## src/hw/rtl/fwii_pkg.sv

```systemverilog
package fwii_pkg;

	// fixed field widths
	localparam int CMD_W    = 2;
	localparam int DATA_W   = 32;
	localparam int POS_W    = 8;
	localparam int STATUS_W = 2;
	localparam int COUNT_W  = 7;

	// command codes
	localparam logic [CMD_W-1:0] CMD_PUSH   = 2'd0;
	localparam logic [CMD_W-1:0] CMD_POP    = 2'd1;
	localparam logic [CMD_W-1:0] CMD_INSERT = 2'd2;
	localparam logic [CMD_W-1:0] CMD_RSVD   = 2'd3;   // unused, no effect

	// status codes
	localparam logic [STATUS_W-1:0] ST_DONE  = 2'd0;
	localparam logic [STATUS_W-1:0] ST_EMPTY = 2'd1;
	localparam logic [STATUS_W-1:0] ST_FULL  = 2'd2;

	// controller to datapath commands
	typedef struct packed {
		logic load;   // capture the input transaction
		logic exec;   // run the queue operation
	} ctl_t;

endpackage

```

## src/hw/rtl/fwii_ctrl.sv

```systemverilog
module fwii_ctrl (
	input  logic           clk,
	input  logic           arst_n,
	input  logic           s_tvalid,
	output logic           s_tready,
	output logic           m_tvalid,
	input  logic           m_tready,
	output fwii_pkg::ctl_t ctl
);

	typedef enum logic [1:0] {IDLE, EXEC, RESP} state_t;

	state_t state_q;
	logic   s_tready_q;
	logic   m_tvalid_q;

	// state and handshake registers
	always_ff @(posedge clk or negedge arst_n) begin
		if (!arst_n) begin
			state_q    <= IDLE;
			s_tready_q <= 1'b1;
			m_tvalid_q <= 1'b0;
		end else begin
			case (state_q)
				IDLE: begin
					if (s_tvalid) begin
						state_q    <= EXEC;
						s_tready_q <= 1'b0;
					end
				end
				EXEC: begin
					state_q    <= RESP;
					m_tvalid_q <= 1'b1;
				end
				RESP: begin
					if (m_tready) begin
						state_q    <= IDLE;
						m_tvalid_q <= 1'b0;
						s_tready_q <= 1'b1;
					end
				end
				default: begin
					state_q    <= IDLE;
					s_tready_q <= 1'b1;
					m_tvalid_q <= 1'b0;
				end
			endcase
		end
	end

	assign s_tready = s_tready_q;
	assign m_tvalid = m_tvalid_q;
	assign ctl.load = s_tvalid & s_tready_q;
	assign ctl.exec = (state_q == EXEC);

endmodule

```

## config.mk

```make
export PLATFORM = sky130hd
export DESIGN_NAME = fwii_ctrl
export DESIGN_NICKNAME = d
export VERILOG_FILES = /design/src/hw/rtl/fwii_pkg.sv /design/src/hw/rtl/fwii_ctrl.sv
export SDC_FILE = /design/constraint.sdc
export NUM_CORES = 1
export LEC_CHECK = 0
export BUFFER_PORTS_ARGS = -buffer_cell sky130_fd_sc_hd__buf_2
export CAP_MARGIN = 5
export CELL_PAD_IN_SITES_DETAIL_PLACEMENT = 1
export CELL_PAD_IN_SITES_GLOBAL_PLACEMENT = 1
export CORE_AREA = 2 2 39 41
export CTS_BUF_LIST = sky130_fd_sc_hd__clkbuf_4
export DETAILED_ROUTE_END_ITERATION = 8
export DIE_AREA = 0 0 41 43
export HOLD_SLACK_MARGIN = 0.15
export PLACE_DENSITY_LB_ADDON = 0.1
export SLEW_MARGIN = 20
export SYNTH_ARGS = -nofsm -noshare
export SYNTH_HDL_FRONTEND = slang
export SYNTH_SLANG_ARGS = --single-unit
```

## constraint.sdc

```tcl
create_clock -name clk -period 2.28 [get_ports clk]
set_clock_uncertainty 0.1 [all_clocks]
set_input_delay 0.228 -clock clk [delete_from_list [all_inputs] [get_ports clk]]
set_output_delay 0.228 -clock clk [all_outputs]
set_load 0.1 [all_outputs]
```

* Yosys cells after proc, flatten, opt, wreduce, memory -nomap -nowiden
Cells that the tools add are included.
Word-level totals: register bits after elaboration 4, word-level logic and storage cells 22, output and inout port bits 4
Cells by class: bitwise logic cells 3, reduce and logical (&&, ||, !) cells 4, muxes and demuxes 8, equal/unequal tests 4
Operators with widths (count):
- 1-bit case mux with 3 select lines | 2
- 2-bit case mux with 3 select lines | 1
- 2-bit 2-to-1 mux | 2
- 2-bit != test (second input constant) | 2
- 2-bit AND reduction | 2
- 1-bit 2-to-1 mux | 3
- 3-bit AND reduction | 1
- 2-bit by 1-bit equality test with 1-bit output (second input constant) | 1
- 2-bit equality test (second input constant) | 1
- 2-bit logical NOT | 1
- 1-bit inverter | 2
- 1-bit bitwise AND | 1

* Logic depth before layout (Yosys ltp)
word-level depth 3, depth in mapped cells 3, gate-level depth less buffers 3

* Worst setup path after synthesis
Ideal clock, no wire load.
path type flip-flop to output port, from register s_tready_q, in the netlist s_tready, to output ctl[1] (netlist bit), path buffers 0, required time 1952 ps, arrival 1686 ps, cell stages (with the launch flop) 2, path slack 266 ps, cell sequence dfstp_2 and2_1
RTL lines:
- start: declaration | line fwii_ctrl.sv:14 | logic s_tready_q;
- start signal: assignment | line fwii_ctrl.sv:21 | s_tready_q <= 1'b1;
- start signal: assignment | line fwii_ctrl.sv:28 | s_tready_q <= 1'b0;
- start signal: assignment | line fwii_ctrl.sv:39 | s_tready_q <= 1'b1;
- end: declaration | line fwii_ctrl.sv:8 | output fwii_pkg::ctl_t ctl

==> results.yml <==
run_status:
  outcome: "finished, final reports clean"
global_routing:
  grt_pass1_wl_um: 655
  grt_usage_pct: 6.64
  antenna_found_initial: 0
  grt_max_degree: 7
  grt_remaining_overflow: 0
  grt_pass1_vias: 152
worst_setup_path:
  path_delay_family: "buffers and inverters"
  cp_max_fo: 2
  cp_slowest_stage_delay_ns: 0.52
  endpoint_kind: "output pin"
  crit_chain: "dlygate4sd3_1, buf_2, and2_1, buf_2"
  crit_path_frequent_cell: "buf_2"
  startpoint_type: "input pin"
  worstSetupPathType: "input pin to output pin"
  timing.rr.start: "state_q[0]$_DFFE_PN0P_"
  critPathLaunch: "s_tvalid"
  critPathArrivalTime_ns: 1.37
  reg2reg_slack_ns: 1.30
  cp_slowest_cell: "dlygate4sd3_1"
  required_ns: 1.95
  cp_num_buf_inv: 3
floorplanning:
  dieArea_um2: 1760
  fp.coreArea_um2: 1380
  fp-row-count: 14
  pin_count: 8
  die_w_um: 41
  initial_utilization_pct: 11.8
  die_height_um: 43
placed_design:
  gp_congestion: 0.635
  numPortBuffers: 7
logic_synthesis:
  synthDistinctLibCells: 11
  synth_top_area_cell: "dfrtp_1"
  postSynthAreaPerCell_um2: 10.9
  yosysSeqAreaShare_pct: 61.8
  synthTopCellsByArea: "dfrtp_1 46%, dfstp_2 16%, nor2_1 6.9%"
  syn-cell-area_um2: 164
  synth-edff-count: 0
  syn_nets: 19
  async_reset_ff_share_pct: 100
  ys_warn_count: 0
  ys_seq_elements: 4
  synth_ff_type: "dfrtp_1"
  synth_common_cells: "3 x dfrtp_1, 3 x nor2_1"
  syn_inst: 15
  synth_top_area_share_pct: 45.8
timing:
  finalSetupViolations: 0
  fin_tns_setup_ns: 0
  rsz0062_at_grt: "false"
  finalMaxSlewViolations: 0
  worst_pin_slew_ns: 0.486
  post-route-period-util_pct: 74.6
  min_period_ns: 1.70
  timing.fmax_ghz: 0.588
  hold_viol: 0
  maxSlewHeadroom_pct: 67.8
drt:
  dr_wl_met3_um: 23
  viasPerCell: 3.20
  routed-via-count: 141
  drt_iter0_markers: 0
  drc: 0
  antenna_left: 0
  dr.max_layer_used: "met3"
  wl_per_cell_um: 9.00
  wl_met1_um: 162
  wl_met2_um: 211
  dr.pass1.iters: 1
  wirelength_um: 396
clocking:
  root_buffer: "clkbuf_4"
  cts_buffer_depth: 2
  clk_latency_ns: 0.24
  numCtsBuffers: 3
  clk_pin_slew_ns: 0.05
  cts_sinks: 4
  htreeDepth: 1
  cts_tree: "yes"
layout:
  synthToLayoutAreaGrowth_pct: 64.1
  antenna_cells: 0
  drive_gt1_share_pct: 46.4
  fin_nets: 33
hold_path:
  hold_path_class: "input pin to flip-flop"
  min_from: "m_tready"
flow_run:
  drv_cap: 0
what timing repair did:
item | CTS | global route
setup buffers | 0 | 0
endpoints found under the hold margin | 5 | 0
resized for setup | 0 | 0
hold buffers | 2 | 0
through the flow:
step	cells	utilization (%)	hold slack [ns]	instance area [um^2]	worst slack, ns
6_report	44	19.4	0.175	269	0.580
4_1_cts	44	19.4	0.165	269	0.575
3_5_place_dp	38	15.8	-0.0572	219	0.894
3_3_place_gp	38	15.8	-0.0567	219	0.899
5_1_grt	44	19.4	0.189	269	0.550
2_1_floorplan	15	-	-0.168	164	0.266
sequential cells by signal, indices dropped and copies added, names as in the netlist:
signal / count
state_q: 2
m_tvalid: 1
s_tready: 1
cell usage in the layout (no fill, tap or decap), types with 2 or more instances in the layout:
cell type	instances
dfrtp_1	3
buf_2	7
nor2_1	3
dlygate4sd3_1	2
clkbuf_4	4
logic make-up (layout without fill, tap and decap cells):
kind of cell	count (synthesis)	count (layout)	synth area share, %
AOI/OAI and AO/OA	4	4	15.3
buffers and inverters	0	13	0
DFF	4	4	61.8
and+or+nand+nor	7	7	22.9
area by class of cell:
type | count | area, um^2
timing repair buffer | 9 | 55.1
multi-input combinational | 11 | 62.6
tap | 16 | 20.0
fill | 166 | 1110
sequential | 4 | 101
clock buffer | 4 | 30.0
path summary, 6_finish.rpt:
check,cells after the start,end
worst max register to register,3,s_tready$_DFFE_PN1P_
worst min register to register,1,m_tvalid$_DFFE_PN0P_
max in group asynchronous,2,s_tready$_DFFE_PN1P_
min in group asynchronous,2,m_tvalid$_DFFE_PN0P_
worst max-delay path,4,ctl[1]
worst min-delay path,3,m_tvalid$_DFFE_PN0P_
worst min-delay path, cell delays in order:
cell	delay, ns
buf_2	0.10
o21ai_1	0.06
o21a_1	0.09
metal layers:
metal	up-vias	track usage (%)
li1	75	-
met1	63	6.15
met2	3	8.13
met3	0	4.71
met4	0	8.00
met5	-	0
Power is not shown: default switching activity piles up to over one toggle a cycle in this logic, so the estimate is an artifact.
